**config.mk**
```make
export PLATFORM = sky130hd
export DESIGN_NAME = two_class_priority_queue_unit_flat
export DESIGN_NICKNAME = d
export VERILOG_FILES = /design/src/hw/rtl/tcpq_pkg.sv /design/src/hw/rtl/tcpq_if.sv /design/src/hw/rtl/two_class_priority_queue_unit.sv /design/src/flat_wrapper.sv
export SDC_FILE = /design/constraint.sdc
export NUM_CORES = 2
export LEC_CHECK = 0
export BUFFER_PORTS_ARGS = -buffer_cell sky130_fd_sc_hd__buf_2
export CAP_MARGIN = 20
export CELL_PAD_IN_SITES_DETAIL_PLACEMENT = 0
export CELL_PAD_IN_SITES_GLOBAL_PLACEMENT = 1
export CORE_MARGIN = 2
export CORE_UTILIZATION = 55
export DETAILED_ROUTE_END_ITERATION = 6
export GPL_TIMING_DRIVEN = 0
export PLACE_DENSITY = 0.86
export SLEW_MARGIN = 40
export SYNTH_ARGS = -nofsm -noshare
export SYNTH_HDL_FRONTEND = slang
export SYNTH_SLANG_ARGS = --single-unit
export TNS_END_PERCENT = 100
```
**constraint.sdc**
```tcl
create_clock -name clk -period 6.8 [get_ports clk]
set_clock_uncertainty 0.1 [all_clocks]
set_input_delay 0.68 -clock clk [delete_from_list [all_inputs] [get_ports clk]]
set_output_delay 0.68 -clock clk [all_outputs]
set_load 0.005 [all_outputs]
```
**src/hw/rtl/tcpq_pkg.sv**
```systemverilog
// Package for the two-class priority queue unit.
// Holds sizes, the entry type, status, command and register codes.
// No dependencies.
`timescale 1ns / 1ps

package tcpq_pkg;

  localparam int URGENT_DEPTH  = 64;
  localparam int REGULAR_DEPTH = 64;

  localparam int UIDX_W = $clog2(URGENT_DEPTH);
  localparam int UCNT_W = $clog2(URGENT_DEPTH + 1);
  localparam int RIDX_W = $clog2(REGULAR_DEPTH);
  localparam int RCNT_W = $clog2(REGULAR_DEPTH + 1);

  localparam int ID_W     = 16;
  localparam int SEV_W    = 4;
  localparam int RAW_W    = 8;
  localparam int STATUS_W = 3;

  localparam int CFG_IDX_W  = 1;
  localparam int CFG_DATA_W = 16;

  typedef logic [STATUS_W-1:0] status_t;

  localparam status_t STS_QUEUED_URGENT  = 3'd0;
  localparam status_t STS_QUEUED_REGULAR = 3'd1;
  localparam status_t STS_SERVED         = 3'd2;
  localparam status_t STS_NONE_WAITING   = 3'd3;
  localparam status_t STS_FULL           = 3'd4;

  localparam logic CMD_ENQUEUE = 1'b0;
  localparam logic CMD_SERVE   = 1'b1;

  localparam logic [CFG_IDX_W-1:0] CFG_THRESHOLD = 1'd0;
  localparam logic [CFG_IDX_W-1:0] CFG_FIRST_ID  = 1'd1;

  localparam logic [SEV_W-1:0] THRESHOLD_RESET = 4'd6;
  localparam logic [ID_W-1:0]  FIRST_ID_RESET  = 16'd1001;
  localparam logic [SEV_W-1:0] SEV_MIN         = 4'd1;
  localparam logic [SEV_W-1:0] SEV_MAX         = 4'd10;

  typedef struct packed {
    logic [ID_W-1:0]  id;
    logic [SEV_W-1:0] sev;
  } slot_t;

  function automatic logic [SEV_W-1:0] clamp_severity(input logic signed [RAW_W-1:0] raw);
    logic [SEV_W-1:0] res;
    if (raw < 8'sd1) begin
      res = SEV_MIN;
    end else if (raw > 8'sd10) begin
      res = SEV_MAX;
    end else begin
      res = raw[SEV_W-1:0];
    end
    return res;
  endfunction

endpackage

```
**src/hw/rtl/tcpq_if.sv**
```systemverilog
// Valid/ready channel interfaces for the priority queue unit.
// Depends on tcpq_pkg.
`timescale 1ns / 1ps

interface tcpq_in_if;
  logic                                   valid;
  logic                                   ready;
  logic                                   cmd;
  logic signed [tcpq_pkg::RAW_W-1:0]      raw_severity;

  modport source(output valid, cmd, raw_severity, input ready);
  modport sink(input valid, cmd, raw_severity, output ready);
endinterface

interface tcpq_out_if;
  logic                          valid;
  logic                          ready;
  logic [tcpq_pkg::STATUS_W-1:0] status;
  logic [tcpq_pkg::ID_W-1:0]     entry_id;
  logic [tcpq_pkg::SEV_W-1:0]    entry_severity;
  logic                          was_urgent;

  modport source(output valid, status, entry_id, entry_severity, was_urgent, input ready);
  modport sink(input valid, status, entry_id, entry_severity, was_urgent, output ready);
endinterface

```
**src/hw/rtl/two_class_priority_queue_unit.sv**
```systemverilog
// Two-class strict-priority scheduler: sorted urgent store plus regular FIFO.
// Depends on tcpq_pkg and the channel interfaces in tcpq_if.sv.
`timescale 1ns / 1ps

// One beat is taken at a time; in_chan.ready is low while it is worked on.
// A regular enqueue, a rejected enqueue or a serve with nothing waiting goes
// straight to the output state; a serve first does one registered memory read.
// An urgent enqueue walks the sorted store from its top through its single read
// port and one severity compare: each stored urgent entry of equal or higher
// severity is read, compared and moved up one slot, and the new entry is written
// into the slot left free, the lowest slot when every stored entry moves. The
// urgent store keeps the next entry to serve at its highest occupied slot.
// Results wait in an output register, so the next beat can be taken while the
// previous result is still pending.
module two_class_priority_queue_unit (
  input  logic                               clk,
  input  logic                               rst_n,
  tcpq_in_if.sink                            in_chan,
  tcpq_out_if.source                         out_chan,
  input  logic                               cfg_we,
  input  logic [tcpq_pkg::CFG_IDX_W-1:0]     cfg_idx,
  input  logic [tcpq_pkg::CFG_DATA_W-1:0]    cfg_wdata
);

  localparam logic [2:0] S_IDLE = 3'd0;
  localparam logic [2:0] S_IRD  = 3'd1;
  localparam logic [2:0] S_ICMP = 3'd2;
  localparam logic [2:0] S_SRD  = 3'd3;
  localparam logic [2:0] S_OUT  = 3'd4;

  logic [2:0] state_r, state_nxt;

  logic [tcpq_pkg::SEV_W-1:0]  thr_r, thr_nxt;
  logic [tcpq_pkg::ID_W-1:0]   next_id_r, next_id_nxt;
  logic [tcpq_pkg::UCNT_W-1:0] ucount_r, ucount_nxt;
  logic [tcpq_pkg::RIDX_W-1:0] fhead_r, fhead_nxt;
  logic [tcpq_pkg::RIDX_W-1:0] ftail_r, ftail_nxt;
  logic [tcpq_pkg::RCNT_W-1:0] fcount_r, fcount_nxt;

  logic [tcpq_pkg::UCNT_W-1:0] pos_r, pos_nxt;
  tcpq_pkg::slot_t             new_r, new_nxt;
  tcpq_pkg::status_t           res_status_r, res_status_nxt;
  logic [tcpq_pkg::ID_W-1:0]   res_id_r, res_id_nxt;
  logic [tcpq_pkg::SEV_W-1:0]  res_sev_r, res_sev_nxt;
  logic                        res_urg_r, res_urg_nxt;

  logic                        out_valid_r, out_valid_nxt;
  tcpq_pkg::status_t           out_status_r;
  logic [tcpq_pkg::ID_W-1:0]   out_id_r;
  logic [tcpq_pkg::SEV_W-1:0]  out_sev_r;
  logic                        out_urg_r;
  logic                        out_load;

  tcpq_pkg::slot_t             umem [tcpq_pkg::URGENT_DEPTH];
  tcpq_pkg::slot_t             fmem [tcpq_pkg::REGULAR_DEPTH];
  tcpq_pkg::slot_t             u_rdata_r, f_rdata_r, u_wdata, f_wdata;
  logic                        u_re, u_we, f_re, f_we;
  logic [tcpq_pkg::UIDX_W-1:0] u_raddr, u_waddr;

  logic                        accept;
  logic [tcpq_pkg::SEV_W-1:0]  in_sev;
  logic                        in_urg;
  logic [tcpq_pkg::UCNT_W-1:0] pos_m1, ucount_m1;

  assign in_chan.ready = (state_r == S_IDLE);
  assign accept        = in_chan.valid && in_chan.ready;
  assign in_sev        = tcpq_pkg::clamp_severity(in_chan.raw_severity);
  assign in_urg        = (in_sev >= thr_r);
  assign pos_m1        = pos_r - 1'b1;
  assign ucount_m1     = ucount_r - 1'b1;
  assign out_load      = (state_r == S_OUT) && (!out_valid_r || out_chan.ready);

  always_comb begin
    state_nxt      = state_r;
    thr_nxt        = thr_r;
    next_id_nxt    = next_id_r;
    ucount_nxt     = ucount_r;
    fhead_nxt      = fhead_r;
    ftail_nxt      = ftail_r;
    fcount_nxt     = fcount_r;
    pos_nxt        = pos_r;
    new_nxt        = new_r;
    res_status_nxt = res_status_r;
    res_id_nxt     = res_id_r;
    res_sev_nxt    = res_sev_r;
    res_urg_nxt    = res_urg_r;
    u_re           = 1'b0;
    u_we           = 1'b0;
    u_raddr        = pos_m1[tcpq_pkg::UIDX_W-1:0];
    u_waddr        = pos_r[tcpq_pkg::UIDX_W-1:0];
    u_wdata        = new_r;
    f_re           = 1'b0;
    f_we           = 1'b0;
    f_wdata        = '{id: next_id_r, sev: in_sev};

    case (state_r)
      S_IDLE: begin
        if (accept) begin
          if (in_chan.cmd == tcpq_pkg::CMD_ENQUEUE) begin
            res_id_nxt  = next_id_r;
            res_sev_nxt = in_sev;
            res_urg_nxt = in_urg;
            if (in_urg) begin
              if (ucount_r == tcpq_pkg::UCNT_W'(tcpq_pkg::URGENT_DEPTH)) begin
                res_status_nxt = tcpq_pkg::STS_FULL;
                state_nxt      = S_OUT;
              end else begin
                res_status_nxt = tcpq_pkg::STS_QUEUED_URGENT;
                pos_nxt        = ucount_r;
                ucount_nxt     = ucount_r + 1'b1;
                new_nxt        = '{id: next_id_r, sev: in_sev};
                next_id_nxt    = next_id_r + 1'b1;
                state_nxt      = S_IRD;
              end
            end else begin
              if (fcount_r == tcpq_pkg::RCNT_W'(tcpq_pkg::REGULAR_DEPTH)) begin
                res_status_nxt = tcpq_pkg::STS_FULL;
              end else begin
                res_status_nxt = tcpq_pkg::STS_QUEUED_REGULAR;
                f_we           = 1'b1;
                if (ftail_r == tcpq_pkg::RIDX_W'(tcpq_pkg::REGULAR_DEPTH - 1)) begin
                  ftail_nxt = '0;
                end else begin
                  ftail_nxt = ftail_r + 1'b1;
                end
                fcount_nxt  = fcount_r + 1'b1;
                next_id_nxt = next_id_r + 1'b1;
              end
              state_nxt = S_OUT;
            end
          end else begin
            if (ucount_r != '0) begin
              res_status_nxt = tcpq_pkg::STS_SERVED;
              res_urg_nxt    = 1'b1;
              u_re           = 1'b1;
              u_raddr        = ucount_m1[tcpq_pkg::UIDX_W-1:0];
              ucount_nxt     = ucount_m1;
              state_nxt      = S_SRD;
            end else if (fcount_r != '0) begin
              res_status_nxt = tcpq_pkg::STS_SERVED;
              res_urg_nxt    = 1'b0;
              f_re           = 1'b1;
              if (fhead_r == tcpq_pkg::RIDX_W'(tcpq_pkg::REGULAR_DEPTH - 1)) begin
                fhead_nxt = '0;
              end else begin
                fhead_nxt = fhead_r + 1'b1;
              end
              fcount_nxt = fcount_r - 1'b1;
              state_nxt  = S_SRD;
            end else begin
              res_status_nxt = tcpq_pkg::STS_NONE_WAITING;
              res_id_nxt     = '0;
              res_sev_nxt    = '0;
              res_urg_nxt    = 1'b0;
              state_nxt      = S_OUT;
            end
          end
        end
      end
      S_IRD: begin
        if (pos_r == '0) begin
          u_we      = 1'b1;
          state_nxt = S_OUT;
        end else begin
          u_re      = 1'b1;
          state_nxt = S_ICMP;
        end
      end
      S_ICMP: begin
        u_we = 1'b1;
        if (u_rdata_r.sev >= new_r.sev) begin
          // equal or higher severity moves up and stays ahead of the new entry
          u_wdata   = u_rdata_r;
          pos_nxt   = pos_m1;
          state_nxt = S_IRD;
        end else begin
          state_nxt = S_OUT;
        end
      end
      S_SRD: begin
        res_id_nxt  = res_urg_r ? u_rdata_r.id : f_rdata_r.id;
        res_sev_nxt = res_urg_r ? u_rdata_r.sev : f_rdata_r.sev;
        state_nxt   = S_OUT;
      end
      S_OUT: begin
        if (out_load) begin
          state_nxt = S_IDLE;
        end
      end
      default: begin
        state_nxt = S_IDLE;
      end
    endcase

    if (cfg_we) begin
      case (cfg_idx)
        tcpq_pkg::CFG_THRESHOLD: thr_nxt     = cfg_wdata[tcpq_pkg::SEV_W-1:0];
        tcpq_pkg::CFG_FIRST_ID:  next_id_nxt = cfg_wdata[tcpq_pkg::ID_W-1:0];
        default: begin
        end
      endcase
    end

    if (out_load) begin
      out_valid_nxt = 1'b1;
    end else if (out_chan.ready) begin
      out_valid_nxt = 1'b0;
    end else begin
      out_valid_nxt = out_valid_r;
    end
  end

  always_ff @(posedge clk) begin
    if (!rst_n) begin
      state_r     <= S_IDLE;
      thr_r       <= tcpq_pkg::THRESHOLD_RESET;
      next_id_r   <= tcpq_pkg::FIRST_ID_RESET;
      ucount_r    <= '0;
      fhead_r     <= '0;
      ftail_r     <= '0;
      fcount_r    <= '0;
      out_valid_r <= 1'b0;
    end else begin
      state_r     <= state_nxt;
      thr_r       <= thr_nxt;
      next_id_r   <= next_id_nxt;
      ucount_r    <= ucount_nxt;
      fhead_r     <= fhead_nxt;
      ftail_r     <= ftail_nxt;
      fcount_r    <= fcount_nxt;
      out_valid_r <= out_valid_nxt;
    end
  end

  always_ff @(posedge clk) begin
    pos_r        <= pos_nxt;
    new_r        <= new_nxt;
    res_status_r <= res_status_nxt;
    res_id_r     <= res_id_nxt;
    res_sev_r    <= res_sev_nxt;
    res_urg_r    <= res_urg_nxt;
    if (out_load) begin
      out_status_r <= res_status_r;
      out_id_r     <= res_id_r;
      out_sev_r    <= res_sev_r;
      out_urg_r    <= res_urg_r;
    end
  end

  always_ff @(posedge clk) begin
    if (u_we) begin
      umem[u_waddr] <= u_wdata;
    end
    if (u_re) begin
      u_rdata_r <= umem[u_raddr];
    end
  end

  always_ff @(posedge clk) begin
    if (f_we) begin
      fmem[ftail_r] <= f_wdata;
    end
    if (f_re) begin
      f_rdata_r <= fmem[fhead_r];
    end
  end

  assign out_chan.valid          = out_valid_r;
  assign out_chan.status         = out_status_r;
  assign out_chan.entry_id       = out_id_r;
  assign out_chan.entry_severity = out_sev_r;
  assign out_chan.was_urgent     = out_urg_r;

endmodule

```
**src/flat_wrapper.sv**
```systemverilog
// flat-port wrapper written by rule: the top's interface ports become plain ports
module two_class_priority_queue_unit_flat 
  (clk, rst_n, cfg_we, cfg_idx, cfg_wdata, in_chan_valid, in_chan_cmd, in_chan_raw_severity, in_chan_ready, out_chan_valid, out_chan_status, out_chan_entry_id, out_chan_entry_severity, out_chan_was_urgent, out_chan_ready);
  tcpq_in_if in_chan_i ();
  tcpq_out_if out_chan_i ();
  input  logic clk;
  input  logic rst_n;
  input  logic cfg_we;
  input  logic [tcpq_pkg::CFG_IDX_W-1:0] cfg_idx;
  input  logic [tcpq_pkg::CFG_DATA_W-1:0] cfg_wdata;
  input wire logic [$bits(in_chan_i.valid)-1:0] in_chan_valid;
  input wire logic [$bits(in_chan_i.cmd)-1:0] in_chan_cmd;
  input wire logic [$bits(in_chan_i.raw_severity)-1:0] in_chan_raw_severity;
  output wire logic [$bits(in_chan_i.ready)-1:0] in_chan_ready;
  output wire logic [$bits(out_chan_i.valid)-1:0] out_chan_valid;
  output wire logic [$bits(out_chan_i.status)-1:0] out_chan_status;
  output wire logic [$bits(out_chan_i.entry_id)-1:0] out_chan_entry_id;
  output wire logic [$bits(out_chan_i.entry_severity)-1:0] out_chan_entry_severity;
  output wire logic [$bits(out_chan_i.was_urgent)-1:0] out_chan_was_urgent;
  input wire logic [$bits(out_chan_i.ready)-1:0] out_chan_ready;
  assign in_chan_i.valid = in_chan_valid;
  assign in_chan_i.cmd = in_chan_cmd;
  assign in_chan_i.raw_severity = in_chan_raw_severity;
  assign in_chan_ready = in_chan_i.ready;
  assign out_chan_valid = out_chan_i.valid;
  assign out_chan_status = out_chan_i.status;
  assign out_chan_entry_id = out_chan_i.entry_id;
  assign out_chan_entry_severity = out_chan_i.entry_severity;
  assign out_chan_was_urgent = out_chan_i.was_urgent;
  assign out_chan_i.ready = out_chan_ready;
  two_class_priority_queue_unit u_core (.clk(clk), .rst_n(rst_n), .in_chan(in_chan_i), .out_chan(out_chan_i), .cfg_we(cfg_we), .cfg_idx(cfg_idx), .cfg_wdata(cfg_wdata));
endmodule
```
==> reports/results.tsv <==
metric	value	unit
run status	complete, but fails checks	
failing checks	DRC	
P_int	0.0320	W
Worst-Skew Late Latency	0.94	ns
Critical Path Max Stage Delay	0.79	ns
post-route ant nets	0	
synthesized area per cell	18.0	µm²
sequential-to-total area share from yosys stat	0.765	
Hold Crit Depth	3	
first-pass GRT wire length	430	mm
Setup crit start kind	register	
Initial Util	0.553	
Layout area overhead	16.0	%
Switching Fraction	0.332	
Synth area leaders	edfxtp_1 76%, mux4_2 8.9%, nand2_1 3.0%	
Ports	57	
DR pass1 iterations	7	
Seq pwr share	0.414	
Gate power share	0.281	
P_sw	0.0159	W
Post-Syn Instances	5904	
CP max-delay cell	a221oi_1	
setup repair bufs after CTS	0	
Critical Path AT	6.31	ns
maximum VDD drop	0.266	mV
commonest non-fill, non-tap cell in the layout	edfxtp_1	
Yosys top cell by area	edfxtp_1	
share of the synthesized area in the top cell type	0.755	
post-CTS sizing	0	
Clk pwr share	0.305	
CTS buffer count	279	
setup TNS	0	ns
flops & latches, synth	2725	
clock tree buffer depth	4	
initial antenna violation count	12	
crit-path cells	clkbuf_1 > inv_1 > ha_1 > buf_2 > or4b_4 > o311ai_4 > mux2i_1 > buf_2 > buf_2 > mux2i_1 > o22ai_1 > a22o_1 > a221oi_1 > nand4_1	
Worst Setup End Kind	register	
pre-CTS setup slack	0.923	ns
power per standard cell area	389	nW/µm²
commonest cells after routing, fill and taps aside	2675 x edfxtp_1, 848 x nand2_1, 420 x mux4_2	
crit path time final	5.84	ns
Fillers	12300	
Hold Vio Cnt, Final	0	
fin crit share	0.859	
wire per inst	33.3	µm
layout cells sized above 1	0.217	
share of flip-flops with an asynchronous set or reset	0	
clk slew on worst S/H paths	0.06	ns
Detail Placement HPWL	193	mm
storage element area	81400	µm²
via count	60700	
WL met1	104	mm
GRT Total Usage	0.308	
area occupied by multi-input gates	24600	µm²
largest net degree at the start of global routing	65	
Max-cap violations	0	
final slew viol count	0	
CTS H-Tree Depth	5	
met2 WL	150	mm
Distinct cells, synth	70	
Initial DRC Count	9103	
Layout Nets	6503	
Crit Path Max Fanout	10	
Max Used Layer	met5	
Crit Path Class	reg2reg	
vias in the first global route	59600	
CTS tree	done	
worst min-delay path class	in2reg	
PnR worst setup slack	0.959	ns
Mapped Area	106000	µm²
leakage	39.3	nW
Die Height	444	µm
WL final	305	mm
final setup violation count	0	
Die W	444	µm
# rows	161	
Core Area	192000	µm²
Ys Warns	0	
Slew headroom	0.342	
Achievable Freq	171	MHz
metal3 WL	29.0	mm
Top cell by count, worst path	buf_2	
RSZ-0062 raised after global routing	false	
Final GP Congestion	0.983	
die area	197000	µm²
CP required	7.27	ns
syn_nets	5955	
root buffer cell	clkbuf_16	
Residual DRC	1	
gr ovfl total	0	
measured slew at the worst slew-check pin	0.987	ns
worst reg2reg path depth	14	
# clock sinks	2725	
Synth Flop Type	edfxtp_1	
vias per cell	6.63	
Post-synth EDFFs	2675	
Port Buffers	56	
==> Yosys cell counts, types with 5 or more instances <==
cell type and count:
a221oi_2 10, nand3b_1 8, buf_2 94, o22ai_1 87
a31o_2 16, inv_1 26, or3_1 6, and4_1 24
a22o_1 25, nor3_1 16, nand2_1 858, nor3b_1 6
a221oi_1 11, buf_1 59, mux2_2 19, mux2i_1 271
o21ai_0 30, and2_1 12, nor4_1 5, dfxtp_1 50
clkbuf_1 192, buf_4 14, a32oi_1 120, nand3_1 261
nor2b_1 21, a21oi_1 32, and3_1 47, a211oi_1 5
nand4_1 109, xnor2_1 26, edfxtp_1 2675, a31oi_1 47
xor2_1 16, ha_1 19, a21o_1 6, or2_2 5
mux4_2 420, nor2_1 200
==> per-layer routing <==
metal | GRT usage | vias to the layer above
li1 | - | 24600
met1 | 0.384 | 30800
met2 | 0.508 | 4324
met3 | 0.0532 | 947
met4 | 0.186 | 12
met5 | 0 | -
==> worst max-delay path: cells and delay by family, from the launching register on <==
kind | cells | cell delay, ns
muxes | 2 | 0.77
and+or+nand+nor | 2 | 0.89
AOI/OAI and AO/OA | 4 | 1.46
adders and majority gates | 1 | 0.16
buffers and inverters | 5 | 1.78
DFF | 1 | 0.32
==> state kept, by name, summed over array words and instances, names as in the netlist <==
register / count
u_core.fhead_r: 6
u_core.new_r: 20
u_core.u_rdata_r: 20
u_core.pos_r: 7
u_core.res_sev_r: 4
u_core.next_id_r: 16
u_core.res_status_r: 3
u_core.thr_r: 4
u_core.ucount_r: 7
u_core.res_id_r: 16
u_core.fmem: 1280
u_core.fcount_r: 7
u_core.out_chan.status: 3
u_core.umem: 1280
u_core.out_chan.entry_severity: 4
u_core.state_r: 3
u_core.f_rdata_r: 20
u_core.out_chan.entry_id: 16
u_core.ftail_r: 6
u_core.out_chan.was_urgent: 1
u_core.out_chan.valid: 1
u_core.res_urg_r: 1
==> cell families after synthesis <==
logic type      after synthesis  share of synthesized area
flops                      2725                      0.765
fa+ha+maj                    21                    0.00252
simple gates               1597                     0.0670
xor+xnor                     42                    0.00346
mux                         711                      0.117
buf+inv                     386                     0.0152
compound gates              422                     0.0303
==> metrics by stage <==
step | area (µm²) | instances | util | hold slack [ns] | power (W)
2_1_floorplan | 106000 | 5904 | - | 0.300 | 0.0275
4_1_cts | 123000 | 9144 | 0.640 | 0.00576 | 0.0476
3_5_place_dp | 115000 | 8674 | 0.596 | 0.306 | 0.0331
5_1_grt | 123000 | 9153 | 0.641 | 0.0273 | 0.0491
6_report | 123000 | 9158 | 0.641 | 0.0491 | 0.0479
3_3_place_gp | 110000 | 8486 | 0.571 | 0.305 | 0.0325
==> area by class of cell <==
cell class                      count  area share
Sequential cell                  2725       0.660
Multi-Input combinational cell   2793       0.200
Clock buffer                      345      0.0606
Timing Repair Buffer              267      0.0324
Tap cell                         2526      0.0256
Buffer                            359      0.0130
Clock inverter                    111     0.00754
Inverter                           27    0.000852
Antenna cell                        5    0.000101
==> power groups by stage <==
stage               Clock [W]  Combinational, W  Sequential [W]
global route           0.0153            0.0140          0.0199
floorplan                   0           0.00743          0.0201
CTS                    0.0147            0.0131          0.0198
finish                 0.0146            0.0135          0.0198
detailed placement          0            0.0129          0.0202
global placement            0            0.0121          0.0204
==> what timing repair did <==
item	CTS	global route
endpoints found under the hold margin	18	0
setup endpoints to repair	0	0
hold buffers	14	0
==> path summary, 6_finish.rpt <==
path	startpoint	end	slack, ns
setup / recovery	u_core.ucount_r[0]	u_core.u_rdata_r[16]	0.96
hold / removal	cfg_wdata[9]	u_core.next_id_r[9]	0.05
setup reg to reg	u_core.ucount_r[0]	u_core.u_rdata_r[16]	0.96
hold reg to reg	u_core.res_status_r[2]	u_core.out_chan.status[2]	0.33
Note: power is estimated with default switching activity, not from simulation.
